### src/hw/rtl/su_pkg.sv
// Shared types, character constants and decode helpers for the symbol name unescaper.
`default_nettype none

package su_pkg;

    localparam logic [7:0] CH_USCORE = 8'h5F;
    localparam logic [7:0] CH_DOT    = 8'h2E;
    localparam logic [7:0] CH_SLASH  = 8'h2F;
    localparam int unsigned HEX_RADIX = 16;

    typedef enum logic [2:0] {
        ST_PREFIX,
        ST_DECODE,
        ST_FLUSH_RD,
        ST_FLUSH_WR,
        ST_DRAIN
    } t_state;

    // Requests from the control sequencer to the lookahead window.
    typedef struct packed {
        logic       clear;
        logic       push;
        logic       push_end;
        logic       step;
        logic [7:0] data;
    } t_la_ctrl;

    // Word produced by the lookahead window.
    typedef struct packed {
        logic       valid;
        logic [7:0] data;
        logic       last;
    } t_la_out;

    typedef struct packed {
        logic [7:0] data;
        logic [1:0] used;
    } t_dec;

    function automatic logic is_hex(input logic [7:0] c);
        is_hex = (c >= 8'h30 && c <= 8'h39) || (c >= 8'h61 && c <= 8'h66) ||
                 (c >= 8'h41 && c <= 8'h46);
    endfunction

    // Letters of either case share the low nibble, offset by nine.
    function automatic logic [3:0] hex_val(input logic [7:0] c);
        if (c <= 8'h39) begin
            hex_val = c[3:0];
        end else begin
            hex_val = c[3:0] + 4'd9;
        end
    endfunction

    // Decide the first byte of a window of n bytes (n from 1 to 3).
    function automatic t_dec decide(input logic [7:0] w0, input logic [7:0] w1,
                                    input logic [7:0] w2, input logic [1:0] n,
                                    input logic at_end);
        t_dec r;
        logic [7:0] hexb;
        hexb   = 8'(hex_val(w1) * HEX_RADIX) + {4'd0, hex_val(w2)};
        r.data = w0;
        r.used = 2'd1;
        priority if (n == 2'd3 && w0 == CH_USCORE && w1 == CH_USCORE && w2 == CH_USCORE) begin
            r.data = CH_DOT;
            r.used = 2'd3;
        end else if (n[1] && w0 == CH_USCORE && w1 == CH_USCORE && (n == 2'd3 || at_end)) begin
            r.data = CH_SLASH;
            r.used = 2'd2;
        end else if (n == 2'd3 && w0 == CH_USCORE && is_hex(w1) && is_hex(w2)) begin
            r.data = hexb;
            r.used = 2'd3;
        end
        decide = r;
    endfunction

endpackage

`default_nettype wire

### src/hw/rtl/su_ram.sv
// Single-port-write, registered-read byte memory holding the name prefix.
`default_nettype none

module su_ram #(
    parameter int DEPTH = 64,
    localparam int AW = $clog2(DEPTH)
) (
    input  wire logic          i_clk,
    input  wire logic          i_we,
    input  wire logic [AW-1:0] i_waddr,
    input  wire logic [7:0]    i_wdata,
    input  wire logic          i_re,
    input  wire logic [AW-1:0] i_raddr,
    output logic [7:0]         o_rdata
);

    logic [7:0] r_mem [DEPTH];
    logic [7:0] r_rdata;

    always_ff @(posedge i_clk) begin
        if (i_we) begin
            r_mem[i_waddr] <= i_wdata;
        end
    end

    always_ff @(posedge i_clk) begin
        if (i_re) begin
            r_rdata <= r_mem[i_raddr];
        end
    end

    assign o_rdata = r_rdata;

endmodule

`default_nettype wire

### src/hw/rtl/su_lookahead.sv
// Three-byte lookahead window that decodes escape sequences after the prefix.
`default_nettype none

module su_lookahead
    import su_pkg::*;
(
    input  wire logic     i_clk,
    input  wire logic     i_rst_n,
    input  wire t_la_ctrl i_ctrl,
    output t_la_out       o_out
);

    logic [7:0] r_w0, r_w1, r_w2;
    logic [7:0] n_w0, n_w1, n_w2;
    logic [1:0] r_n, n_n;
    logic [7:0] w0, w1, w2;
    logic [1:0] wn, rem;
    t_dec       dec;

    always_comb begin
        // A pushed byte lands right after the held ones.
        if (i_ctrl.push) begin
            w0 = (r_n == 2'd0) ? i_ctrl.data : r_w0;
            w1 = (r_n == 2'd1) ? i_ctrl.data : r_w1;
            w2 = (r_n == 2'd2) ? i_ctrl.data : r_w2;
            wn = r_n + 2'd1;
        end else begin
            w0 = r_w0;
            w1 = r_w1;
            w2 = r_w2;
            wn = r_n;
        end
        dec = decide(w0, w1, w2, wn, i_ctrl.step);
        rem = wn - dec.used;

        n_w0 = w0;
        n_w1 = w1;
        n_w2 = w2;
        n_n  = wn;
        o_out.valid = 1'b0;
        o_out.data  = dec.data;
        o_out.last  = 1'b0;

        if (i_ctrl.clear) begin
            n_n = 2'd0;
        end else if ((i_ctrl.push && !i_ctrl.push_end && wn == 2'd3) || i_ctrl.step) begin
            o_out.valid = 1'b1;
            o_out.last  = i_ctrl.step && (rem == 2'd0);
            n_w0 = (dec.used == 2'd1) ? w1 : w2;
            n_w1 = w2;
            n_n  = rem;
        end else if (!i_ctrl.push) begin
            n_n = r_n;
        end
    end

    always_ff @(posedge i_clk) begin
        if (!i_rst_n) begin
            r_n <= 2'd0;
        end else begin
            r_n <= n_n;
        end
    end

    always_ff @(posedge i_clk) begin
        r_w0 <= n_w0;
        r_w1 <= n_w1;
        r_w2 <= n_w2;
    end

endmodule

`default_nettype wire

### src/hw/rtl/symbol_name_unescaper.sv
// Streaming unescaper for mangled symbol names with a memory-held prefix.
// Output words are registered; the input is stalled during a prefix flush and the drain.
// Throughput: one byte per cycle while decoding and the output is ready; a prefix flush reads
// each stored byte through the memory's registered read port before sending it, and the
// end-of-name drain sends up to three words, one per cycle while the output is ready.
// Reset is synchronous, active low; the prefix memory is not cleared and is never read unwritten.
`default_nettype none

module symbol_name_unescaper
    import su_pkg::*;
#(
    parameter int NAME_BYTES = 64
) (
    input  wire logic       i_clk,
    input  wire logic       i_rst_n,
    input  wire logic       i_s_tvalid,
    output logic            o_s_tready,
    input  wire logic [7:0] i_s_tdata,   // [7:0] in_byte
    input  wire logic       i_s_tlast,   // end_of_name
    input  wire logic       i_s_tuser,   // [0] pass_through
    output logic            o_m_tvalid,
    input  wire logic       i_m_tready,
    output logic [7:0]      o_m_tdata,   // [7:0] out_byte
    output logic            o_m_tlast,   // out_last
    output logic            o_m_tuser    // [0] prefix_overflow
);

    localparam int AW = $clog2(NAME_BYTES);
    localparam int CW = $clog2(NAME_BYTES + 1);

    t_state      r_state, n_state;
    logic [CW-1:0] r_cnt, n_cnt;
    logic [AW-1:0] r_ptr, n_ptr;
    logic        r_ovf, n_ovf;
    logic        r_ovalid, n_ovalid;
    logic [7:0]  r_odata, n_odata;
    logic        r_olast, n_olast;
    logic        r_oovf, n_oovf;

    logic        can_emit, acc, full, flush_last, emit;
    logic        ram_we, ram_re;
    logic [7:0]  ram_rdata;
    t_la_ctrl    la_ctrl;
    t_la_out     la_out;

    su_ram #(.DEPTH(NAME_BYTES)) u_ram (
        .i_clk   (i_clk),
        .i_we    (ram_we),
        .i_waddr (r_cnt[AW-1:0]),
        .i_wdata (i_s_tdata),
        .i_re    (ram_re),
        .i_raddr (r_ptr),
        .o_rdata (ram_rdata)
    );

    su_lookahead u_la (
        .i_clk   (i_clk),
        .i_rst_n (i_rst_n),
        .i_ctrl  (la_ctrl),
        .o_out   (la_out)
    );

    assign can_emit   = !r_ovalid || i_m_tready;
    assign o_s_tready = can_emit && (r_state == ST_PREFIX || r_state == ST_DECODE);
    assign acc        = i_s_tvalid && o_s_tready;
    assign full       = (r_cnt == CW'(NAME_BYTES));
    assign flush_last = (CW'(r_ptr) + CW'(1)) == r_cnt;

    always_comb begin
        n_state  = r_state;
        n_cnt    = r_cnt;
        n_ptr    = r_ptr;
        n_ovf    = r_ovf;
        emit     = 1'b0;
        n_odata  = i_s_tdata;
        n_olast  = 1'b0;
        n_oovf   = 1'b0;
        ram_we   = 1'b0;
        ram_re   = 1'b0;
        la_ctrl  = '{clear: 1'b0, push: 1'b0, push_end: i_s_tlast, step: 1'b0,
                     data: i_s_tdata};

        unique case (r_state)
            ST_PREFIX: begin
                if (acc) begin
                    if (i_s_tuser) begin
                        emit    = 1'b1;
                        n_olast = i_s_tlast;
                        if (i_s_tlast) begin
                            n_cnt         = '0;
                            n_ovf         = 1'b0;
                            la_ctrl.clear = 1'b1;
                        end
                    end else if (i_s_tdata == CH_USCORE && !i_s_tlast) begin
                        n_state       = ST_DECODE;
                        n_cnt         = '0;
                        n_ovf         = 1'b0;
                        la_ctrl.clear = 1'b1;
                    end else begin
                        if (!full) begin
                            ram_we = 1'b1;
                            n_cnt  = r_cnt + CW'(1);
                        end else begin
                            n_ovf = 1'b1;
                        end
                        if (i_s_tlast) begin
                            n_state = ST_FLUSH_RD;
                            n_ptr   = '0;
                        end
                    end
                end
            end
            ST_DECODE: begin
                if (acc) begin
                    if (i_s_tuser) begin
                        emit    = 1'b1;
                        n_olast = i_s_tlast;
                        if (i_s_tlast) begin
                            n_state       = ST_PREFIX;
                            la_ctrl.clear = 1'b1;
                        end
                    end else begin
                        la_ctrl.push = 1'b1;
                        emit         = la_out.valid;
                        n_odata      = la_out.data;
                        if (i_s_tlast) begin
                            n_state = ST_DRAIN;
                        end
                    end
                end
            end
            ST_FLUSH_RD: begin
                ram_re  = 1'b1;
                n_state = ST_FLUSH_WR;
            end
            ST_FLUSH_WR: begin
                if (can_emit) begin
                    emit    = 1'b1;
                    n_odata = ram_rdata;
                    n_olast = flush_last;
                    n_oovf  = r_ovf;
                    if (flush_last) begin
                        n_state = ST_PREFIX;
                        n_cnt   = '0;
                        n_ovf   = 1'b0;
                    end else begin
                        n_ptr   = r_ptr + AW'(1);
                        n_state = ST_FLUSH_RD;
                    end
                end
            end
            ST_DRAIN: begin
                if (can_emit) begin
                    la_ctrl.step = 1'b1;
                    emit         = 1'b1;
                    n_odata      = la_out.data;
                    n_olast      = la_out.last;
                    if (la_out.last) begin
                        n_state = ST_PREFIX;
                    end
                end
            end
            default: begin
                n_state = ST_PREFIX;
            end
        endcase

        n_ovalid = emit ? 1'b1 : (i_m_tready ? 1'b0 : r_ovalid);
    end

    always_ff @(posedge i_clk) begin
        if (!i_rst_n) begin
            r_state  <= ST_PREFIX;
            r_cnt    <= '0;
            r_ovf    <= 1'b0;
            r_ovalid <= 1'b0;
        end else begin
            r_state  <= n_state;
            r_cnt    <= n_cnt;
            r_ovf    <= n_ovf;
            r_ovalid <= n_ovalid;
        end
    end

    always_ff @(posedge i_clk) begin
        r_ptr <= n_ptr;
        if (emit) begin
            r_odata <= n_odata;
            r_olast <= n_olast;
            r_oovf  <= n_oovf;
        end
    end

    assign o_m_tvalid = r_ovalid;
    assign o_m_tdata  = r_odata;
    assign o_m_tlast  = r_olast;
    assign o_m_tuser  = r_oovf;

`ifndef NO_ASSERTIONS
    a_cnt_bound: assert property (@(posedge i_clk) disable iff (!i_rst_n)
        r_cnt <= CW'(NAME_BYTES))
        else $error("prefix count beyond store depth");

    a_flush_nonempty: assert property (@(posedge i_clk) disable iff (!i_rst_n)
        (r_state == ST_FLUSH_RD || r_state == ST_FLUSH_WR) |-> (CW'(r_ptr) < r_cnt))
        else $error("flush pointer outside stored prefix");

    a_decode_entry: assert property (@(posedge i_clk) disable iff (!i_rst_n)
        (r_state == ST_PREFIX && n_state == ST_DECODE) |=> (r_cnt == '0 && !r_ovf))
        else $error("prefix state not cleared on entering decode");

    a_overflow_only_flush: assert property (@(posedge i_clk) disable iff (!i_rst_n)
        (emit && n_oovf) |-> (r_state == ST_FLUSH_WR))
        else $error("overflow flag on a word outside a prefix flush");
`endif

endmodule

`default_nettype wire
### config.mk
export PLATFORM = sky130hd
export DESIGN_NAME = symbol_name_unescaper
export DESIGN_NICKNAME = d
export VERILOG_FILES = /design/src/hw/rtl/su_pkg.sv /design/src/hw/rtl/su_ram.sv /design/src/hw/rtl/su_lookahead.sv /design/src/hw/rtl/symbol_name_unescaper.sv
export SDC_FILE = /design/constraint.sdc
export NUM_CORES = 1
export LEC_CHECK = 0
export BUFFER_PORTS_ARGS = -buffer_cell sky130_fd_sc_hd__buf_2
export CORE_ASPECT_RATIO = 1.2
export CORE_MARGIN = 2
export CORE_UTILIZATION = 64
export DETAILED_ROUTE_END_ITERATION = 6
export PLACE_DENSITY = 0.8
export RECOVER_POWER = 50
export SYNTH_ARGS = -nofsm -noshare
export SYNTH_HDL_FRONTEND = slang
export SYNTH_SLANG_ARGS = --single-unit
export TNS_END_PERCENT = 1
### constraint.sdc
create_clock -name i_clk -period 6.4 [get_ports i_clk]
set_input_delay 0.64 -clock i_clk [delete_from_list [all_inputs] [get_ports i_clk]]
set_output_delay 0.64 -clock i_clk [all_outputs]
set_load 0.02 [all_outputs]
Word-level counts from Yosys, hierarchy flattened
Memory sizes are Yosys's and may differ from the RTL's. A register that Yosys moved wholly into a read port is not among the register bits.
Index checks and enable logic that the tools add are counted.
Cells by class
  mux-type cells: 95
  reduce and logical (&&, ||, !) cells: 44
  add/sub/neg operators: 8
  equality and inequality tests: 29
  $lt $le $gt $ge: 12
  bitwise operators: 1
Operators by type and width (number)
  8-bit 2-to-1 mux: 15
  7-bit 2-to-1 mux: 7
  1-bit 2-to-1 mux: 38
  6-bit 2-to-1 mux: 6
  3-bit 2-to-1 mux: 11
  8-bit by 7-bit == test with 1-bit output, second input constant: 4
  8-bit by 7-bit >= comparator with 1-bit output, second input constant: 4
  8-bit by 7-bit less-or-equal comparator with 1-bit output, second input constant: 4
  10-bit 2-to-1 mux: 3
  8-bit one-hot mux with 3 select lines: 1
  2-bit inequality test, second input constant: 11
  1-bit logical AND: 20
  8-bit by 6-bit >= comparator with 1-bit output, second input constant: 2
  8-bit by 6-bit less-or-equal comparator with 1-bit output, second input constant: 2
  3-bit one-hot mux with 5 select lines: 1
  7-bit one-hot mux with 2 select lines: 1
  6-bit one-hot mux with 2 select lines: 1
  6-bit AND reduction: 2
  2-bit 2-to-1 mux: 5
  4-bit adder, second input constant: 2
  8-bit by 4-bit adder with 8-bit output: 1
  1-bit logical OR: 8
  4-bit 2-to-1 mux: 2
  4-bit by 3-bit inequality test with 1-bit output, second input constant: 2
  25 further kinds: 36
Word-level totals
  memories kept: 1
  memory bits (writable): 512
  word-level logic and storage cells: 202
  output and inout port bits: 12
  register bits after elaboration: 54
Memories
  u_ram.r_mem: words 64, width 8, rd ports 1, clocked after memory_dff 1, write ports 1, RTL line su_ram.sv:17  | logic [7:0] r_mem [DEPTH];

Logic depth before layout (Yosys ltp)
  word-level depth: 24
  mapped depth: 18
  mapped depth without buffers: 17

By module
Synthesis repeated with hierarchy kept, for this count alone.
Second synthesis, totals
  cells, all modules: 1363
  area, all modules: 23979.2 µm²
Modules (own cells, without submodules)
  su_ram: times used 1, seq. area each 15615.0 µm², cells each 940, area each 20240.7 µm²
  su_lookahead: times used 1, seq. area each 520.5 µm², cells each 225, area each 1918.1 µm²
  symbol_name_unescaper: times used 1, seq. area each 720.7 µm², cells each 198, area each 1820.5 µm²

Worst setup path after synthesis
Ideal clock, no wire load.
  path type: input-to-reg
  from: input i_s_tuser
  to: register u_la.r_w0[4]
  required time: 6327 ps
  setup time: 73 ps
  arrival time: 3768 ps
  cell stages on the path: 14
  setup slack: 2559 ps
  buffers on the path: 2
  cells stage by stage: buf_6 -> and4bb_4 -> nand3_1 -> buf_2 -> mux2i_1 -> ha_1 -> nor2_1 -> a311oi_1 -> a211oi_1 -> o21ai_0 -> o2111ai_2 -> o31ai_4 -> mux2_1 -> mux2i_1
Between the ends
  cells in the longest elaborated chain, start to end: 17
  elaborated cells between the ends (all ways): 56
Ends and longest elaborated chain
  start, declared: RTL line symbol_name_unescaper.sv:20  | input wire logic i_s_tuser,
  1-bit 2-to-1 mux: RTL line symbol_name_unescaper.sv:115  | if (i_s_tuser) begin
  2-bit 2-to-1 mux: RTL line symbol_name_unescaper.sv:114  | if (acc) begin
  1-bit 2-to-1 mux: RTL line symbol_name_unescaper.sv:83  | unique case (r_state)
  8-bit 2-to-1 mux: RTL line su_lookahead.sv:22  | if (i_ctrl.push) begin
  8-bit by 6-bit >= comparator with 1-bit output (tied with other cells): RTL line su_pkg.sv:41  | is_hex = (c >= 8'h30 && c <= 8'h39) || (c >= 8'h61 && c <= 8'h66) ||
  1-bit logical AND: RTL line su_pkg.sv:41
  1-bit logical OR (2 in a row): RTL line su_pkg.sv:41
  1-bit logical AND (2 in a row): RTL line su_pkg.sv:69  | end else if (n == 2'd3 && w0 == CH_USCORE && is_hex(w1) && is_hex(w2)) begin
  10-bit 2-to-1 mux: RTL line su_pkg.sv:69
  10-bit 2-to-1 mux: RTL line su_pkg.sv:66  | end else if (n[1] && w0 == CH_USCORE && w1 == CH_USCORE && (n == 2'd3 || at_end)) begin
  10-bit 2-to-1 mux: RTL line su_pkg.sv:63  | priority if (n == 2'd3 && w0 == CH_USCORE && w1 == CH_USCORE && w2 == CH_USCORE) begin
  2-bit by 1-bit == test with 1-bit output: RTL line su_lookahead.sv:49  | n_w0 = (dec.used == 2'd1) ? w1 : w2;
  8-bit 2-to-1 mux: RTL line su_lookahead.sv:49
  8-bit 2-to-1 mux: RTL line su_lookahead.sv:46  | end else if ((i_ctrl.push && !i_ctrl.push_end && wn == 2'd3) || i_ctrl.step) begin
  8-bit 2-to-1 mux *: RTL line su_lookahead.sv:44  | if (i_ctrl.clear) begin
  via u_la.n_w0[4]: RTL line su_lookahead.sv:14  | logic [7:0] n_w0, n_w1, n_w2;
  end signal, assigned: RTL line su_lookahead.sv:66  | r_w0 <= n_w0;
  end, declared: RTL line su_lookahead.sv:13  | logic [7:0] r_w0, r_w1, r_w2;
The timed path passes the listed nets; every way through them passes the cells marked *.
A chain may end at the register's enable or synchronous reset.

Worst setup path after layout
  from: input i_s_tdata[2]
  to: register r_olast, in the netlist o_m_tlast (data pin)
Between the ends
  cells in the longest elaborated chain, start to end: 18
  elaborated cells between the ends (all ways): 55
Ends and longest elaborated chain
  start, declared: RTL line symbol_name_unescaper.sv:18  | input wire logic [7:0] i_s_tdata,
  8-bit 2-to-1 mux: RTL line su_lookahead.sv:24  | w1 = (r_n == 2'd1) ? i_ctrl.data : r_w1;
  8-bit 2-to-1 mux: RTL line su_lookahead.sv:22
  8-bit by 6-bit >= comparator with 1-bit output (tied with other cells): RTL line su_pkg.sv:41
  1-bit logical AND: RTL line su_pkg.sv:41
  1-bit logical OR (2 in a row): RTL line su_pkg.sv:41
  1-bit logical AND (2 in a row): RTL line su_pkg.sv:69
  10-bit 2-to-1 mux: RTL line su_pkg.sv:69
  10-bit 2-to-1 mux: RTL line su_pkg.sv:66
  10-bit 2-to-1 mux: RTL line su_pkg.sv:63
  2-bit subtractor: RTL line su_lookahead.sv:34  | rem = wn - dec.used;
  2-bit zero test: RTL line su_lookahead.sv:48  | o_out.last = i_ctrl.step && (rem == 2'd0);
  1-bit logical AND: RTL line su_lookahead.sv:48
  1-bit 2-to-1 mux: RTL line su_lookahead.sv:46
  1-bit 2-to-1 mux *: RTL line su_lookahead.sv:44
  1-bit 2-to-1 mux *: RTL line symbol_name_unescaper.sv:153  | if (can_emit) begin
  1-bit one-hot mux with 3 select lines *: RTL line symbol_name_unescaper.sv:83
  via n_olast: RTL line symbol_name_unescaper.sv:37  | logic r_olast, n_olast;
  end signal, assigned: RTL line symbol_name_unescaper.sv:189  | r_olast <= n_olast;
  end, declared: RTL line symbol_name_unescaper.sv:37
Marked as above.

==> reports/results.txt <==
Die Span X -> 180.7 um
First-pass GRT wire length -> 89.79 mm
Reg-to-reg slack, setup -> 1450 ps
I/O Buffers -> 25
CP Launch Point -> i_s_tdata[2]
Largest stage delay on the critical path -> 2070 ps
Endpoints failing setup -> 0
Worst min path class -> input port to register
Pwr Density -> 412.5 nW/um2
Num CTS Buffers -> 53
Avg WL per Cell -> 32.73 um
CP max stage cell -> clkbuf_1
Area of the multi-input gates -> 6740 um2
RSZ-0062 raised after global routing -> false
H-Tree Depth -> 2
Synth warn -> 0
Clk Tree Root Cell -> clkbuf_16
CP startpoint kind -> input port
Synth top cells by count -> edfxtp_1, mux4_2, nor2_1
Clk_lat worst skew -> 590 ps
Post-synth top area share -> 67.12%
Max IR drop VDD -> 348.9 uV
Slew margin rel. -> -129.9%
Non-Filler Instances -> 1,844
Crit path max fanout -> 53
Final period util -> 81.03%
Final min period -> 5186 ps
GRT overflow -> 0
Slew @ Worst Pin -> 3448 ps
Detailed Route WL -> 60.36 mm
Drt first pass iters -> 7
Critical path class -> input port to register
Failing checks -> design-rule violations, max-capacitance violations, max-slew violations
Starting Density -> 64.99%
Die Height -> 216.1 um
# hold bufs at CTS -> 0
Worst Skew -> 21.51 ps
Setup bufs post-CTS -> 0
CTS tree -> done
Status -> finished with violations
Initial antenna violation count -> 1
Residual DRC -> 3
Max-cap viol count -> 10
Final Max Slew Viols -> 505
Core Rows -> 77
Top cells by area, synth -> edfxtp_1, mux4_2, dfxtp_1
F_max -> 192.8 MHz
Fin nets -> 1,356
Reg power frac -> 41.7%
P_int -> 7.567 mW
Reg area -> 16,860 um2
Fill count -> 2,125
Syn nets -> 1,324
Die Footprint -> 39,040 um2
Max Buffers Root-to-Sink -> 3
Largest net degree at the start of global routing -> 100
R2R Path Start -> r_state[1]$_SDFFE_PN0P_
Synth async-reset ratio -> 0%
Hold path depth -> 2
Post-synth top flop -> edfxtp_1
Number of gates resized after CTS -> 0
Placed cell count -> 1,747
Post-synth EDFFs -> 536
Worst EP arrival -> 5500 ps
Total power -> 10.82 mW
Layout area overhead -> 9.360%
Fraction of layout cells with a size suffix above 1 -> 20.67%
Placer Congestion -> 0.9724
Clock power frac -> 29.3%
Average size of a mapped cell -> 18.50 um2
Worst r2r path cells -> 14
WP data required -> 6710 ps
#FFs+latches synth -> 574
Crit path to -> o_m_tlast$_DFFE_PP_
CTS sink cnt -> 574
Core ar. -> 36,900 um2
Unique masters post-synth -> 79
Most common cell in the synthesized netlist -> edfxtp_1
Psw -> 3.252 mW
Crit-path cells -> clkbuf_1, clkbuf_1, nand3_1, nand4_1, o221ai_1, o2111ai_2, nor2_1, o21ai_0, o22ai_1
Hold Fails Final Rpt -> 0
Leakage -> 8.225 nW
Mapped Area -> 23,980 um2
Cell repeated most along the worst path -> clkbuf_1
FF-to-FF End -> u_la.r_w0[4]$_DFF_P_
Seq/Total Area, Yosys -> 70.29%
Post-synth top area cell -> edfxtp_1
Setup TNS Final -> 0 ps
DP HPWL -> 35.57 mm
Routed Antenna Nets -> 0
Comb power frac -> 29.1%
Clock transition at the registers of the reported paths -> 60 ps
Endpoint class of the critical path -> register
Vias per Instance -> 7.156
DR vias -> 13,200
Mapped Cells -> 1,296
Vias in the first global route -> 13,310
Total track usage -> 31.66%
DR iter-0 viols -> 1,830
Switching Share -> 30.06%
I/O Pins -> 26
-- layout make-up --
type	count	share of cell area, %
Multi-Input combinational cell	629	25.70
Clock buffer	62	5.186
Clock inverter	34	1.374
Timing Repair Buffer	50	0.9112
Inverter	20	0.2862
Antenna cell	1	0.009542
Tap cell	474	2.261
Sequential cell	574	64.27
-- metrics by stage --
stage	setup slack, ps	area (um2)	util [%]	hold WS [ps]
after global routing	854.8	26220	71.07	396.2
final	1214	26230	71.08	395.9
after CTS	1945	26310	71.30	382.8
after global placement	1871	24590	66.64	453.6
after floorplan	2559	23980	-	428.6
after detailed placement	1818	24590	66.64	456.7
-- cell families after synthesis --
group	synth area share [%]
flops	70.29
compound gates	3.621
mux	17.42
fa+ha+maj	0.7304
buf+inv	1.643
simple gates	5.473
xor+xnor	0.8243
-- layout by cell type (no fill, tap or decap), types with 19 or more instances in the layout --
master and n:
edfxtp_1 536, mux2i_1 27, clkbuf_16 53, inv_1 19, dfxtp_1 38, clkbuf_1 44
mux4_2 168, nand2_1 42, nor2_1 122, a21oi_1 21
-- power groups by stage --
stage               logic, mW  clock network [mW]  registers (mW)
finish                   3.14                3.17            4.51
global placement         3.08                   0            4.57
floorplan                2.24                   0            4.49
CTS                      3.17                3.19            4.49
detailed placement       3.11                   0            4.57
global route             3.30                3.32            4.52
-- worst min-delay path by stage --
stage / to / slack, ps / from
6_report: r_state[2]$_SDFFE_PN0P_ / 400 / i_rst_n
5_1_grt: r_state[2]$_SDFFE_PN0P_ / 400 / i_rst_n
4_1_cts: r_state[2]$_SDFFE_PN0P_ / 380 / i_rst_n
3_5_place_dp: r_ovf$_SDFFE_PN0P_ / 460 / r_ovf$_SDFFE_PN0P_
3_3_place_gp: r_ovf$_SDFFE_PN0P_ / 450 / r_ovf$_SDFFE_PN0P_
2_1_floorplan: r_ovf$_SDFFE_PN0P_ / 430 / r_ovf$_SDFFE_PN0P_
-- registers in the layout, indices dropped and copies added (netlist names) --
register / flops
r_state: 3
u_la.r_w2: 8
u_ram.r_mem: 512
o_m_tdata: 8
u_ram.o_rdata: 8
u_la.r_w0: 8
u_la.r_w1: 8
o_m_tuser: 1
r_ovf: 1
o_m_tvalid: 1
u_la.r_n: 2
r_cnt: 7
o_m_tlast: 1
r_ptr: 6
-- layer usage --
layer	track usage, %	vias up	wire (um)
li1	-	5357	-
met1	43.47	6870	22390
met2	51.37	818	30060
met3	5.125	150	5121
met4	13.71	0	2788
met5	0	-	0
-- critical path, delay by kind of cell --
family | cells | cell delay, ps
and+or+nand+nor | 3 | 940
buffers and inverters | 2 | 3020
AOI/OAI and AO/OA | 4 | 870
Power figures use the tool's default switching activity.
